==> config.mk <==
export PLATFORM = sky130hd
export DESIGN_NAME = seven_segment_digit_reader
export DESIGN_NICKNAME = d
export VERILOG_FILES = /design/src/hw/rtl/ssdr_pkg.sv /design/src/hw/rtl/seven_segment_digit_reader.sv
export SDC_FILE = /design/constraint.sdc
export NUM_CORES = 2
export LEC_CHECK = 0
export BUFFER_PORTS_ARGS = -buffer_cell sky130_fd_sc_hd__clkbuf_2
export CORE_ASPECT_RATIO = 1.4
export CORE_MARGIN = 4
export CORE_UTILIZATION = 35
export DETAILED_ROUTE_END_ITERATION = 10
export PLACE_DENSITY = 0.54
export SLEW_MARGIN = 10
export SYNTH_ARGS = -nofsm -noshare
export SYNTH_HDL_FRONTEND = slang
export SYNTH_SLANG_ARGS = --single-unit
==> constraint.sdc <==
create_clock -name clock -period 9.6 [get_ports clock]
set_input_delay 2.4 -clock clock [delete_from_list [all_inputs] [get_ports clock]]
set_output_delay 2.4 -clock clock [all_outputs]
set_load 0.01 [all_outputs]
==> src/hw/rtl/ssdr_pkg.sv <==
// Shared constants, types and helper functions for the seven-segment digit reader.
package ssdr_pkg;

   // Image geometry and pixel coding
   localparam int DIM_W = 10;
   localparam logic [DIM_W-1:0] DIM_MAX = DIM_W'((2 ** DIM_W) - 1);
   localparam int PIX_W = 8;
   localparam logic [PIX_W-1:0] PIX_LIT = 8'd255;
   localparam logic [PIX_W-1:0] PIX_DARK = 8'd0;
   localparam int SEG_W = 7;
   localparam int DIGIT_W = 4;

   // Configuration register indexes
   localparam int CSR_IDX_W = 1;
   localparam logic [CSR_IDX_W-1:0] CSR_ROI_HEIGHT = 1'd0;
   localparam logic [CSR_IDX_W-1:0] CSR_ROI_WIDTH = 1'd1;

   // Register reset values
   localparam int RST_H = 64;
   localparam int RST_W = 32;

   // Reciprocal scale for constant division: q ~= (v * num * floor(2^16 / d)) >> 16
   localparam int RECIP_SH = 16;
   localparam int KC_W = 16;
   localparam logic [KC_W-1:0] K_H_THIRD = KC_W'(1 * ((2 ** RECIP_SH) / 3));
   localparam logic [KC_W-1:0] K_H_TWO_THIRD = KC_W'(2 * ((2 ** RECIP_SH) / 3));
   localparam logic [KC_W-1:0] K_H_MID_LO = KC_W'(7 * ((2 ** RECIP_SH) / 15));
   localparam logic [KC_W-1:0] K_H_MID_HI = KC_W'(8 * ((2 ** RECIP_SH) / 15));
   localparam logic [KC_W-1:0] K_H_TOP_MIN = KC_W'(1 * ((2 ** RECIP_SH) / 10));
   localparam logic [KC_W-1:0] K_H_BOT_MIN = KC_W'(1 * ((2 ** RECIP_SH) / 15));
   localparam logic [KC_W-1:0] K_H_ONE_MIN = KC_W'(9 * ((2 ** RECIP_SH) / 10));
   localparam logic [KC_W-1:0] K_W_MID_LO = KC_W'(4 * ((2 ** RECIP_SH) / 9));
   localparam logic [KC_W-1:0] K_W_MID_HI = KC_W'(5 * ((2 ** RECIP_SH) / 9));
   localparam logic [KC_W-1:0] K_W_SIDE_MIN = KC_W'(1 * ((2 ** RECIP_SH) / 6));

   // Side probe counter slots
   localparam int SIDE_UL = 0;
   localparam int SIDE_UR = 1;
   localparam int SIDE_LL = 2;
   localparam int SIDE_LR = 3;

   // Segment bit positions
   localparam int SEG_TOP = 0;
   localparam int SEG_MID = 1;
   localparam int SEG_BOT = 2;
   localparam int SEG_UL = 3;
   localparam int SEG_UR = 4;
   localparam int SEG_LL = 5;
   localparam int SEG_LR = 6;

   // Segment patterns of the known digits
   localparam logic [SEG_W-1:0] PAT_ALL = 7'h7F;
   localparam logic [SEG_W-1:0] PAT_D0 = 7'h7D;
   localparam logic [SEG_W-1:0] PAT_D2 = 7'h37;
   localparam logic [SEG_W-1:0] PAT_D3 = 7'h57;
   localparam logic [SEG_W-1:0] PAT_D4 = 7'h5A;
   localparam logic [SEG_W-1:0] PAT_D5 = 7'h4F;
   localparam logic [SEG_W-1:0] PAT_D6 = 7'h6F;
   localparam logic [SEG_W-1:0] PAT_D7 = 7'h51;
   localparam logic [SEG_W-1:0] PAT_D9 = 7'h5F;

   // Height derived thresholds
   typedef struct packed {
      logic [DIM_W-1:0] third;
      logic [DIM_W-1:0] two_third;
      logic [DIM_W-1:0] mid_lo;
      logic [DIM_W-1:0] mid_hi;
      logic [DIM_W-1:0] top_min;
      logic [DIM_W-1:0] bot_min;
      logic [DIM_W-1:0] one_min;
   } hthr_type;

   // Width derived thresholds
   typedef struct packed {
      logic [DIM_W-1:0] mid_lo;
      logic [DIM_W-1:0] mid_hi;
      logic [DIM_W-1:0] side_min;
   } wthr_type;

   localparam hthr_type HTHR_RST = '{
      third:     DIM_W'(RST_H / 3),
      two_third: DIM_W'((RST_H * 2) / 3),
      mid_lo:    DIM_W'((RST_H * 7) / 15),
      mid_hi:    DIM_W'((RST_H * 8) / 15),
      top_min:   DIM_W'(RST_H / 10),
      bot_min:   DIM_W'(RST_H / 15),
      one_min:   DIM_W'((RST_H * 9) / 10)
   };

   localparam wthr_type WTHR_RST = '{
      mid_lo:   DIM_W'((RST_W * 4) / 9),
      mid_hi:   DIM_W'((RST_W * 5) / 9),
      side_min: DIM_W'(RST_W / 6)
   };

   // Quotient estimate, at most one below the true quotient
   function automatic logic [DIM_W-1:0] quot_est(input logic [DIM_W-1:0] v,
                                                 input logic [KC_W-1:0] k);
      logic [DIM_W+KC_W-1:0] prod;
      prod = {{KC_W{1'b0}}, v} * {{DIM_W{1'b0}}, k};
      return prod[DIM_W+KC_W-1:RECIP_SH];
   endfunction

   // Correct the estimate by one compare and subtract
   function automatic logic [DIM_W-1:0] quot_fix(input logic [DIM_W-1:0] v,
                                                 input logic [3:0] num,
                                                 input logic [3:0] d,
                                                 input logic [DIM_W-1:0] est);
      logic [DIM_W+3:0] x;
      logic [DIM_W+3:0] p;
      logic [DIM_W+3:0] rem;
      x = {4'b0, v} * {{DIM_W{1'b0}}, num};
      p = {4'b0, est} * {{DIM_W{1'b0}}, d};
      rem = x - p;
      return (rem >= {{DIM_W{1'b0}}, d}) ? est + 1'b1 : est;
   endfunction

   // Count up, holding at the top
   function automatic logic [DIM_W-1:0] sat_inc(input logic [DIM_W-1:0] v);
      return (v == DIM_MAX) ? v : v + 1'b1;
   endfunction

endpackage

==> src/hw/rtl/seven_segment_digit_reader.sv <==
// Seven-segment digit reader: probe counting over a raster image and digit decode.
//
// Usage
//   req_* carries one grey pixel per request in raster order; req_last marks the final
//   pixel of an image. rsp_* carries one result per image: the decoded digit, a
//   recognised flag and the seven segment flags. csr_* writes roi_height (index 0)
//   and roi_width (index 1); a value of 0 acts as 1. Write them only while idle.
//   Throughput: one pixel per clock unless a last pixel waits on a stalled result. A
//   request passes an input register and one stage of probe logic into the result
//   register, which raises rsp_valid. Threshold values (thirds, sixths, ninths,
//   tenths, fifteenths of the sizes) are rebuilt from a reciprocal estimate and a
//   one-step correction in the cycle after a register write, ready for a request
//   accepted on the next edge. Reset restores roi_height 64, roi_width 32, clears the
//   position and all probe counters, and empties both pipeline registers.
//   When rsp_stall holds a result, pixels without last keep flowing; a last pixel
//   waits in the input register and req_stall rises until the result is taken.
module seven_segment_digit_reader (
   input  logic                                clock,
   input  logic                                reset,
   input  logic                                req_valid,
   output logic                                req_stall,
   input  logic [ssdr_pkg::PIX_W-1:0]          req_pixel,
   input  logic                                req_last,
   output logic                                rsp_valid,
   input  logic                                rsp_stall,
   output logic [ssdr_pkg::DIGIT_W-1:0]        rsp_digit,
   output logic                                rsp_recognized,
   output logic [ssdr_pkg::SEG_W-1:0]          rsp_segments,
   input  logic                                csr_write_enable,
   input  logic [ssdr_pkg::CSR_IDX_W-1:0]      csr_index,
   input  logic [ssdr_pkg::DIM_W-1:0]          csr_wdata
);

   localparam int DW = ssdr_pkg::DIM_W;

   // Configuration and threshold registers
   logic [DW-1:0]        h_ff, w_ff;
   ssdr_pkg::hthr_type   hest_ff, hthr_ff, hthr_in;
   ssdr_pkg::wthr_type   west_ff, wthr_ff, wthr_in;
   logic [DW-1:0]        csr_dim;

   // Input register
   logic                        in_valid_ff, in_valid_in;
   logic [ssdr_pkg::PIX_W-1:0]  in_pixel_ff;
   logic                        in_last_ff;

   // Frame state
   logic [DW-1:0] row_ff, row_in, col_ff, col_in;
   logic [DW-1:0] top_ff, top_in, bot_ff, bot_in, full_ff, full_in;
   logic [DW-1:0] side_ff [4];
   logic [DW-1:0] side_in [4];
   logic          mid_ff, mid_in;

   // Updated values before the end-of-image clear
   logic [DW-1:0] row_upd, col_upd, top_upd, bot_upd, full_upd;
   logic [DW-1:0] side_upd [4];
   logic          mid_upd;

   // Result register
   logic                          rsp_valid_ff;
   logic [ssdr_pkg::DIGIT_W-1:0]  rsp_digit_ff, digit_in;
   logic                          rsp_rec_ff, rec_in;
   logic [ssdr_pkg::SEG_W-1:0]    rsp_seg_ff, seg_in;

   logic          req_acc, proc, rsp_free, frame_end;
   logic          pix_lit, pix_dark, in_roi, in_window;
   logic [DW-1:0] half;

   // Handshake
   assign rsp_free  = !rsp_valid_ff || !rsp_stall;
   assign proc      = in_valid_ff && (!in_last_ff || rsp_free);
   assign frame_end = proc && in_last_ff;
   assign req_stall = in_valid_ff && !proc;
   assign req_acc   = req_valid && !req_stall;
   assign in_valid_in = req_acc || (in_valid_ff && !proc);

   // Sizes: zero acts as one
   assign csr_dim = (csr_wdata == '0) ? DW'(1) : csr_wdata;

   // Finish the constant divisions from the estimates
   always_comb begin
      hthr_in.third     = ssdr_pkg::quot_fix(h_ff, 4'd1, 4'd3,  hest_ff.third);
      hthr_in.two_third = ssdr_pkg::quot_fix(h_ff, 4'd2, 4'd3,  hest_ff.two_third);
      hthr_in.mid_lo    = ssdr_pkg::quot_fix(h_ff, 4'd7, 4'd15, hest_ff.mid_lo);
      hthr_in.mid_hi    = ssdr_pkg::quot_fix(h_ff, 4'd8, 4'd15, hest_ff.mid_hi);
      hthr_in.top_min   = ssdr_pkg::quot_fix(h_ff, 4'd1, 4'd10, hest_ff.top_min);
      hthr_in.bot_min   = ssdr_pkg::quot_fix(h_ff, 4'd1, 4'd15, hest_ff.bot_min);
      hthr_in.one_min   = ssdr_pkg::quot_fix(h_ff, 4'd9, 4'd10, hest_ff.one_min);
      wthr_in.mid_lo    = ssdr_pkg::quot_fix(w_ff, 4'd4, 4'd9,  west_ff.mid_lo);
      wthr_in.mid_hi    = ssdr_pkg::quot_fix(w_ff, 4'd5, 4'd9,  west_ff.mid_hi);
      wthr_in.side_min  = ssdr_pkg::quot_fix(w_ff, 4'd1, 4'd6,  west_ff.side_min);
   end

   // Take configuration writes and refresh thresholds
   always_ff @(posedge clock) begin
      if (reset) begin
         h_ff    <= DW'(ssdr_pkg::RST_H);
         w_ff    <= DW'(ssdr_pkg::RST_W);
         hest_ff <= ssdr_pkg::HTHR_RST;
         west_ff <= ssdr_pkg::WTHR_RST;
         hthr_ff <= ssdr_pkg::HTHR_RST;
         wthr_ff <= ssdr_pkg::WTHR_RST;
      end else begin
         hthr_ff <= hthr_in;
         wthr_ff <= wthr_in;
         if (csr_write_enable && csr_index == ssdr_pkg::CSR_ROI_HEIGHT) begin
            h_ff              <= csr_dim;
            hest_ff.third     <= ssdr_pkg::quot_est(csr_dim, ssdr_pkg::K_H_THIRD);
            hest_ff.two_third <= ssdr_pkg::quot_est(csr_dim, ssdr_pkg::K_H_TWO_THIRD);
            hest_ff.mid_lo    <= ssdr_pkg::quot_est(csr_dim, ssdr_pkg::K_H_MID_LO);
            hest_ff.mid_hi    <= ssdr_pkg::quot_est(csr_dim, ssdr_pkg::K_H_MID_HI);
            hest_ff.top_min   <= ssdr_pkg::quot_est(csr_dim, ssdr_pkg::K_H_TOP_MIN);
            hest_ff.bot_min   <= ssdr_pkg::quot_est(csr_dim, ssdr_pkg::K_H_BOT_MIN);
            hest_ff.one_min   <= ssdr_pkg::quot_est(csr_dim, ssdr_pkg::K_H_ONE_MIN);
         end
         if (csr_write_enable && csr_index == ssdr_pkg::CSR_ROI_WIDTH) begin
            w_ff             <= csr_dim;
            west_ff.mid_lo   <= ssdr_pkg::quot_est(csr_dim, ssdr_pkg::K_W_MID_LO);
            west_ff.mid_hi   <= ssdr_pkg::quot_est(csr_dim, ssdr_pkg::K_W_MID_HI);
            west_ff.side_min <= ssdr_pkg::quot_est(csr_dim, ssdr_pkg::K_W_SIDE_MIN);
         end
      end
   end

   // Capture the request
   always_ff @(posedge clock) begin
      if (reset) begin
         in_valid_ff <= 1'b0;
      end else begin
         in_valid_ff <= in_valid_in;
      end
      if (req_acc) begin
         in_pixel_ff <= req_pixel;
         in_last_ff  <= req_last;
      end
   end

   // Probe counting and position advance
   assign pix_lit   = (in_pixel_ff == ssdr_pkg::PIX_LIT);
   assign pix_dark  = (in_pixel_ff == ssdr_pkg::PIX_DARK);
   assign half      = w_ff >> 1;
   assign in_roi    = (row_ff < h_ff) && (col_ff < w_ff);
   assign in_window = (row_ff >= hthr_ff.mid_lo) && (row_ff <= hthr_ff.mid_hi) &&
                      (col_ff >= wthr_ff.mid_lo) && (col_ff <= wthr_ff.mid_hi);

   always_comb begin
      row_upd  = row_ff;
      col_upd  = col_ff;
      top_upd  = top_ff;
      bot_upd  = bot_ff;
      full_upd = full_ff;
      for (int i = 0; i < 4; i++) begin
         side_upd[i] = side_ff[i];
      end
      mid_upd = mid_ff;
      if (proc) begin
         if (pix_lit && in_roi) begin
            if (col_ff == half) begin
               full_upd = ssdr_pkg::sat_inc(full_ff);
               if (row_ff < hthr_ff.third) begin
                  top_upd = ssdr_pkg::sat_inc(top_ff);
               end
               if (row_ff >= hthr_ff.two_third) begin
                  bot_upd = ssdr_pkg::sat_inc(bot_ff);
               end
            end
            if (row_ff == hthr_ff.third) begin
               if (col_ff < half) begin
                  side_upd[ssdr_pkg::SIDE_UL] = ssdr_pkg::sat_inc(side_ff[ssdr_pkg::SIDE_UL]);
               end else begin
                  side_upd[ssdr_pkg::SIDE_UR] = ssdr_pkg::sat_inc(side_ff[ssdr_pkg::SIDE_UR]);
               end
            end
            if (row_ff == hthr_ff.two_third) begin
               if (col_ff < half) begin
                  side_upd[ssdr_pkg::SIDE_LL] = ssdr_pkg::sat_inc(side_ff[ssdr_pkg::SIDE_LL]);
               end else begin
                  side_upd[ssdr_pkg::SIDE_LR] = ssdr_pkg::sat_inc(side_ff[ssdr_pkg::SIDE_LR]);
               end
            end
         end
         if (pix_dark && in_window) begin
            mid_upd = 1'b0;
         end
         // wrap the column at the width, hold the row at its limit
         if ({1'b0, col_ff} + 1'b1 >= {1'b0, w_ff}) begin
            col_upd = '0;
            if (row_ff < ssdr_pkg::DIM_MAX) begin
               row_upd = row_ff + 1'b1;
            end
         end else begin
            col_upd = col_ff + 1'b1;
         end
      end
   end

   // Clear the frame state after the last pixel
   always_comb begin
      row_in  = frame_end ? '0 : row_upd;
      col_in  = frame_end ? '0 : col_upd;
      top_in  = frame_end ? '0 : top_upd;
      bot_in  = frame_end ? '0 : bot_upd;
      full_in = frame_end ? '0 : full_upd;
      for (int i = 0; i < 4; i++) begin
         side_in[i] = frame_end ? '0 : side_upd[i];
      end
      mid_in = frame_end ? 1'b1 : mid_upd;
   end

   always_ff @(posedge clock) begin
      if (reset) begin
         row_ff  <= '0;
         col_ff  <= '0;
         top_ff  <= '0;
         bot_ff  <= '0;
         full_ff <= '0;
         for (int i = 0; i < 4; i++) begin
            side_ff[i] <= '0;
         end
         mid_ff <= 1'b1;
      end else begin
         row_ff  <= row_in;
         col_ff  <= col_in;
         top_ff  <= top_in;
         bot_ff  <= bot_in;
         full_ff <= full_in;
         for (int i = 0; i < 4; i++) begin
            side_ff[i] <= side_in[i];
         end
         mid_ff <= mid_in;
      end
   end

   // Segment flags from the final counts
   always_comb begin
      seg_in = '0;
      seg_in[ssdr_pkg::SEG_TOP] = top_upd > hthr_ff.top_min;
      seg_in[ssdr_pkg::SEG_MID] = mid_upd;
      seg_in[ssdr_pkg::SEG_BOT] = bot_upd > hthr_ff.bot_min;
      seg_in[ssdr_pkg::SEG_UL]  = side_upd[ssdr_pkg::SIDE_UL] > wthr_ff.side_min;
      seg_in[ssdr_pkg::SEG_UR]  = side_upd[ssdr_pkg::SIDE_UR] > wthr_ff.side_min;
      seg_in[ssdr_pkg::SEG_LL]  = side_upd[ssdr_pkg::SIDE_LL] > wthr_ff.side_min;
      seg_in[ssdr_pkg::SEG_LR]  = side_upd[ssdr_pkg::SIDE_LR] > wthr_ff.side_min;
   end

   // Decode the pattern; a full pattern is a one when the centre column is nearly solid
   always_comb begin
      rec_in = 1'b1;
      unique case (seg_in)
         ssdr_pkg::PAT_ALL: digit_in = (full_upd > hthr_ff.one_min) ? 4'd1 : 4'd8;
         ssdr_pkg::PAT_D0:  digit_in = 4'd0;
         ssdr_pkg::PAT_D2:  digit_in = 4'd2;
         ssdr_pkg::PAT_D3:  digit_in = 4'd3;
         ssdr_pkg::PAT_D4:  digit_in = 4'd4;
         ssdr_pkg::PAT_D5:  digit_in = 4'd5;
         ssdr_pkg::PAT_D6:  digit_in = 4'd6;
         ssdr_pkg::PAT_D7:  digit_in = 4'd7;
         ssdr_pkg::PAT_D9:  digit_in = 4'd9;
         default: begin
            digit_in = 4'd0;
            rec_in   = 1'b0;
         end
      endcase
   end

   // Hold the result until it is taken
   always_ff @(posedge clock) begin
      if (reset) begin
         rsp_valid_ff <= 1'b0;
      end else if (frame_end) begin
         rsp_valid_ff <= 1'b1;
      end else if (!rsp_stall) begin
         rsp_valid_ff <= 1'b0;
      end
      if (frame_end) begin
         rsp_digit_ff <= digit_in;
         rsp_rec_ff   <= rec_in;
         rsp_seg_ff   <= seg_in;
      end
   end

   assign rsp_valid      = rsp_valid_ff;
   assign rsp_digit      = rsp_digit_ff;
   assign rsp_recognized = rsp_rec_ff;
   assign rsp_segments   = rsp_seg_ff;

   // Checks
   a_third_exact: assert property (@(posedge clock) disable iff (reset)
      $stable(h_ff) |-> ({2'b0, hthr_ff.third} * 12'd3 <= {2'b0, h_ff}) &&
                        ({2'b0, h_ff} < {2'b0, hthr_ff.third} * 12'd3 + 12'd3))
      else $error("height third threshold out of step with roi_height");

   a_probe_bound: assert property (@(posedge clock) disable iff (reset)
      (top_ff <= full_ff) && (bot_ff <= full_ff))
      else $error("partial column count exceeds full column count");

   a_frame_clear: assert property (@(posedge clock) disable iff (reset)
      frame_end |=> (row_ff == '0) && (col_ff == '0) && mid_ff && (full_ff == '0))
      else $error("frame state not cleared after last pixel");

   a_rsp_source: assert property (@(posedge clock) disable iff (reset)
      (rsp_valid_ff && !$past(rsp_valid_ff)) |-> $past(in_valid_ff && in_last_ff))
      else $error("result raised without a last pixel");

   a_unrec_zero: assert property (@(posedge clock) disable iff (reset)
      (rsp_valid_ff && !rsp_rec_ff) |-> (rsp_digit_ff == 4'd0))
      else $error("unrecognised result carries a non-zero digit");

endmodule
# == Word-level counts from Yosys, hierarchy flattened ==
# Memories as Yosys holds them, arrays and structs flattened.
# Cells that the tools add are included.
# word_totals
reg_bits,278
mem_bits_rw,40
memories,1
out_inout_bits,14
# classes
muxes,56
reduce_logical,31
addsub,30
n_eq_ne,21
n_lt_le_gt_ge,28
mul,23
bitwise,11
# mem_list
name,depth,word_bits,read_ports,rd_clocked_by_memory_dff,wr,line,source
side_ff,4,10,4,0,4,seven_segment_digit_reader.sv:50,logic [DW-1:0] side_ff [4];
# ops
cell,n
10-bit two-way mux,36
"10-bit by 1-bit adder with 10-bit output, second input constant",13
"10-bit by 13-bit multiplier with 23-bit output, second input constant",5
"14-bit by 4-bit greater-or-equal comparator with 1-bit output, second input constant",7
40-bit two-way mux,2
"10-bit by 15-bit multiplier with 25-bit output, second input constant",3
"10-bit == test, second input constant",7
"7-bit == test, second input constant",8
"10-bit by 16-bit multiplier with 26-bit output, second input constant",2
10-bit by 11-bit subtractor with 12-bit output,4
"10-bit by 4-bit multiplier with 14-bit output, second input constant",3
10-bit by 9-bit > comparator with 1-bit output,4
20-bit two-way mux,2
"10-bit by 3-bit multiplier with 13-bit output, second input constant",3
4-bit one-hot mux with 8 select lines,1
"9-bit by 1-bit adder with 10-bit output, second input constant",3
10-bit greater-or-equal comparator,3
10-bit less-than comparator,3
"14-bit by 2-bit greater-or-equal comparator with 1-bit output, second input constant",2
13-bit by 14-bit subtractor with 14-bit output,2
9-bit two-way mux,3
"9-bit by 4-bit multiplier with 13-bit output, second input constant",2
10-bit == test,2
10-bit by 8-bit > comparator with 1-bit output,2
other kinds (36),78

# == Longest topological paths before layout ==
# An unclocked memory read counts as a cell.
# logic_depth
ltp_word,11
mapped_depth,28
ltp_nobuf,26

# == Worst setup path before layout ==
# Ideal clock, no wire load.
# synth_timing
path_type,input port to flip-flop
from,input port csr_wdata[8] (netlist bit)
to,register hest_ff[45] (netlist bit)
path_stages,28
n_path_buf,2
t_arrival_ps,8962
path_slack_ps,506
path_cell_list,clkbuf_1 inv_1 ha_1 nand2_1 or4_1 clkbuf_1 nand2_1 inv_1 fa_1 inv_1 fa_1 inv_1 fa_1 fa_1 inv_1 fa_1 inv_1 ha_1 a2111oi_0 nand3_1 o21ai_0 a21oi_1 a41o_1 o21a_1 o21ai_0 or3b_2 nand3_1 a21oi_1
# synth_between
elab_chain_len,3
# synth_rtl
item,line,source
"start, declared",seven_segment_digit_reader.sv:31,input logic [ssdr_pkg::DIM_W-1:0] csr_wdata
10-bit logical NOT,seven_segment_digit_reader.sv:78,assign csr_dim = (csr_wdata == '0) ? DW'(1) : csr_wdata;
10-bit two-way mux,seven_segment_digit_reader.sv:78,
net csr_dim[6],seven_segment_digit_reader.sv:40,logic [DW-1:0] csr_dim;
10-bit by 15-bit multiplier with 25-bit output,ssdr_pkg.sv:100,"prod = {{KC_W{1'b0}}, v} * {{DIM_W{1'b0}}, k};"
"end signal, assigned",seven_segment_digit_reader.sv:99,hest_ff <= ssdr_pkg::HTHR_RST;
"end, declared",seven_segment_digit_reader.sv:38,"ssdr_pkg::hthr_type hest_ff, hthr_ff, hthr_in;"
# The timed path passes the listed nets, and every way through them passes these cells.
# A chain may end at the register's enable or synchronous reset.

# == Worst setup path in the final report ==
# Same ends and word-level chain as after synthesis.

==> results.ini <==
[grt]
grtUsageTotal = 0.183
grt_pass1_wl_um = 163000
grt_pass1_vias = 29628
gr-max-usage-layer = met2
use_met1 = 0.215
grt_max_degree = 133
grt_use_met2 = 0.346
antenna_found_initial = 0
grt_util_met3 = 0.0168
overflow = 0

[power_and_ir_drop]
combPwrFrac = 0.732
vdd_drop_max_mv = 0.327
p_leak_nw = 19.5
power.net_switching_mw = 5.45
clkPwrFrac = 0.128
p_sw_frac = 0.481
powerDensity_nw_per_um2 = 281
p_int_mw = 5.88
seq_power_share = 0.140

[timing]
tightest_slew_ns = 0.963
finalSetupViolations = 0
slew_headroom = 0.341
finalClockSkew_ns = 0.0347
fin_tns_setup_ns = 0
hold_viol = 0
grt_setup_unrepaired = no
period_needed_ns = 8.74
drv_slew = 0
fmax_mhz = 114
period_share = 0.911

[synthesis]
synth_edf_count = 21
ys_seq_area_frac = 0.168
netlist_top_cells_area = ha_1, dfxtp_1, fa_1
synth_area_per_cell_um2 = 8.78
ys_warn_count = 0
yosys.area.top_type = ha_1
syn-cell-area_um2 = 37200
netlist.area_leader.share = 0.258
synth_common_cells = ha_1, inv_1, dfxtp_1, nand2_1, fa_1
ys_types = 88
ys_seq_elements = 302
netlist_instances = 4235
synth_ff_type = dfxtp_1
synthesis.nets = 5301
synth_most_common_cell = ha_1
synth-async-reset-ratio = 0

[setup_path]
slowest_delay_ns = 0.57
critPathMostFrequentCell = inv_1
cp_data_arrival_time_ns = 9.15
worstPathRequired_ns = 10.01
cp-start-kind = input pin
cp_top_family = adder cells
crit_type = in -> reg
slowest_stage = fa_1
reg2reg_slack_ns = 2.88
worstPathMaxFanout = 8
worstSetupEndpointType = register
crit_buf_inv = 7

[die]
rows = 141
ios = 39
die-width_um = 283
dieArea_um2 = 112000
start_util = 0.352
core_um2 = 105000
die_y_um = 394

[placement]
gp_congestion = 0.907
port-buffer-count = 38
dpl_cell_area_um2 = 39100
dp_hpwl_um = 84800

[clocking]
postCtsResizedCells = 0
cts_buffer_depth = 3
cts_buffers = 36
path_clk_slew_ns = 0.07
cts_tree = built
htreeDepth = 2
root_buffer = clkbuf_16
cts_hold_buffers = 0
worstSkewPairLatency_ns = 0.55
cts_num_sinks = 302
cts_setup_buffers = 0

[finish]
n_antenna_cell = 0
finalInstanceArea_um2 = 40400
nNetsFinal = 5339
syn2layout_area_growth_pct = 8.58
layout-drive-gt1-share = 0.0498
nFillCells = 10821

[detailed_routing]
wl_per_cell_um = 18.2
route.detailed.drc = 0
totalWireLength_um = 103000
vias = 29109
drt_iter0_markers = 1342
firstDrtPassIters = 6
via_per_inst = 5.15
detail-route-antenna-nets = 0

[job]
max-cap-violations = 0

[status]
outcome = completed

[worst_hold_path]
hold_path.class = reg -> reg

-- metrics by stage --
step | util | std cells | total power, mW | hold WS, ns | setup slack [ns]
after global routing | 0.383 | 5657 | 12.7 | 0.470 | 0.446
after CTS | 0.383 | 5657 | 11.4 | 0.457 | 0.956
after floorplan | - | 4235 | 8.03 | 0.432 | 0.506
final | 0.383 | 5657 | 11.3 | 0.456 | 0.857
after detailed placement | 0.371 | 5593 | 9.90 | 0.450 | 0.380
after global placement | 0.371 | 5593 | 9.85 | 0.442 | 0.485
-- power by group through the flow --
| stage | Combinational [mW] | Clock (mW) | Sequential [mW] |
|---|---|---|---|
| after floorplan | 6.50 | 0 | 1.53 |
| after global placement | 8.24 | 0 | 1.61 |
| after detailed placement | 8.29 | 0 | 1.61 |
| after CTS | 8.36 | 1.50 | 1.59 |
| after global routing | 9.53 | 1.54 | 1.61 |
| final | 8.29 | 1.45 | 1.59 |
-- registers in the layout (all words and copies together), names as in the netlist --
signal,flops
side_ff,40
hthr_ff,66
top_ff,10
rsp_recognized,1
rsp_valid,1
mid_ff,1
bot_ff,10
in_pixel_ff,8
rsp_segments,7
west_ff,27
col_ff,10
rsp_digit,4
wthr_ff,29
hest_ff,46
in_valid_ff,1
h_ff,10
in_last_ff,1
row_ff,10
full_ff,10
w_ff,10
-- final timing paths --
path,startpoint,endpoint,cells past startpoint
max,csr_wdata[8],hest_ff[45]$_SDFFE_PP0P_,27
min,west_ff[19]$_SDFFE_PP0P_,west_ff[19]$_SDFFE_PP0P_,2
max reg2reg,hest_ff[3]$_SDFFE_PP1P_,hthr_ff[7]$_SDFF_PP0_,23
min reg2reg,west_ff[19]$_SDFFE_PP0P_,west_ff[19]$_SDFFE_PP0P_,2
-- logic make-up (layout without fill, tap and decap cells) --
group,after synthesis,count (layout),synth area share
xor+xnor,241,241,0.0570
flops,302,302,0.168
compound gates,751,751,0.130
fa+ha+maj,1041,1041,0.406
buf+inv,731,795,0.0738
simple gates,1118,1118,0.151
mux,51,51,0.0144
-- layout make-up --
class	instances	area (µm²)	share of cell area
Clock buffer	51	1040	0.0257
Clock inverter	13	196	0.00487
Inverter	646	2420	0.0601
Multi-Input combinational cell	3202	28200	0.698
Sequential cell	302	6260	0.155
Tap cell	1358	1700	0.0421
Timing Repair Buffer	85	558	0.0138
-- cell usage in the layout (no fill, tap or decap), types with 54 or more instances in the layout --
cell type  instances
nor3_1            68
nand4_1           60
a21oi_1          243
o21ai_0          142
and2_1            73
nand3_1          107
fa_1             275
inv_1            645
nand2_1          281
and3_1            54
dfxtp_1          281
nor2_1           250
ha_1             766
a21o_1            59
xor2_1            86
xnor2_1          154
-- worst reg2reg max path, stage by stage (launching register included) --
cell and delay (ns):
dfxtp_1 0.52, ha_1 0.31, ha_1 0.23, fa_1 0.41, a21o_1 0.17, a21oi_1 0.20, o21bai_1 0.09, a21oi_1 0.22
o21bai_1 0.10, a21oi_1 0.19, xnor2_1 0.15, ha_1 0.27, ha_1 0.30, ha_1 0.31, ha_1 0.36, a221oi_1 0.35
o2111ai_1 0.15, nor4_1 0.28, o21ai_0 0.14, a2111oi_0 0.61, nand3b_1 0.42, and3_1 0.39, nand3_1 0.11, mux2_2 0.33
-- layer usage --
| metal | vias to the layer above | share of wire |
|---|---|---|
| met5 | - | 0 |
| met4 | 0 | 0.039 |
| met3 | 163 | 0.026 |
| met2 | 405 | 0.52 |
| met1 | 13970 | 0.42 |
| li1 | 14571 | - |
No activity file was read; power rests on OpenSTA's default activity.
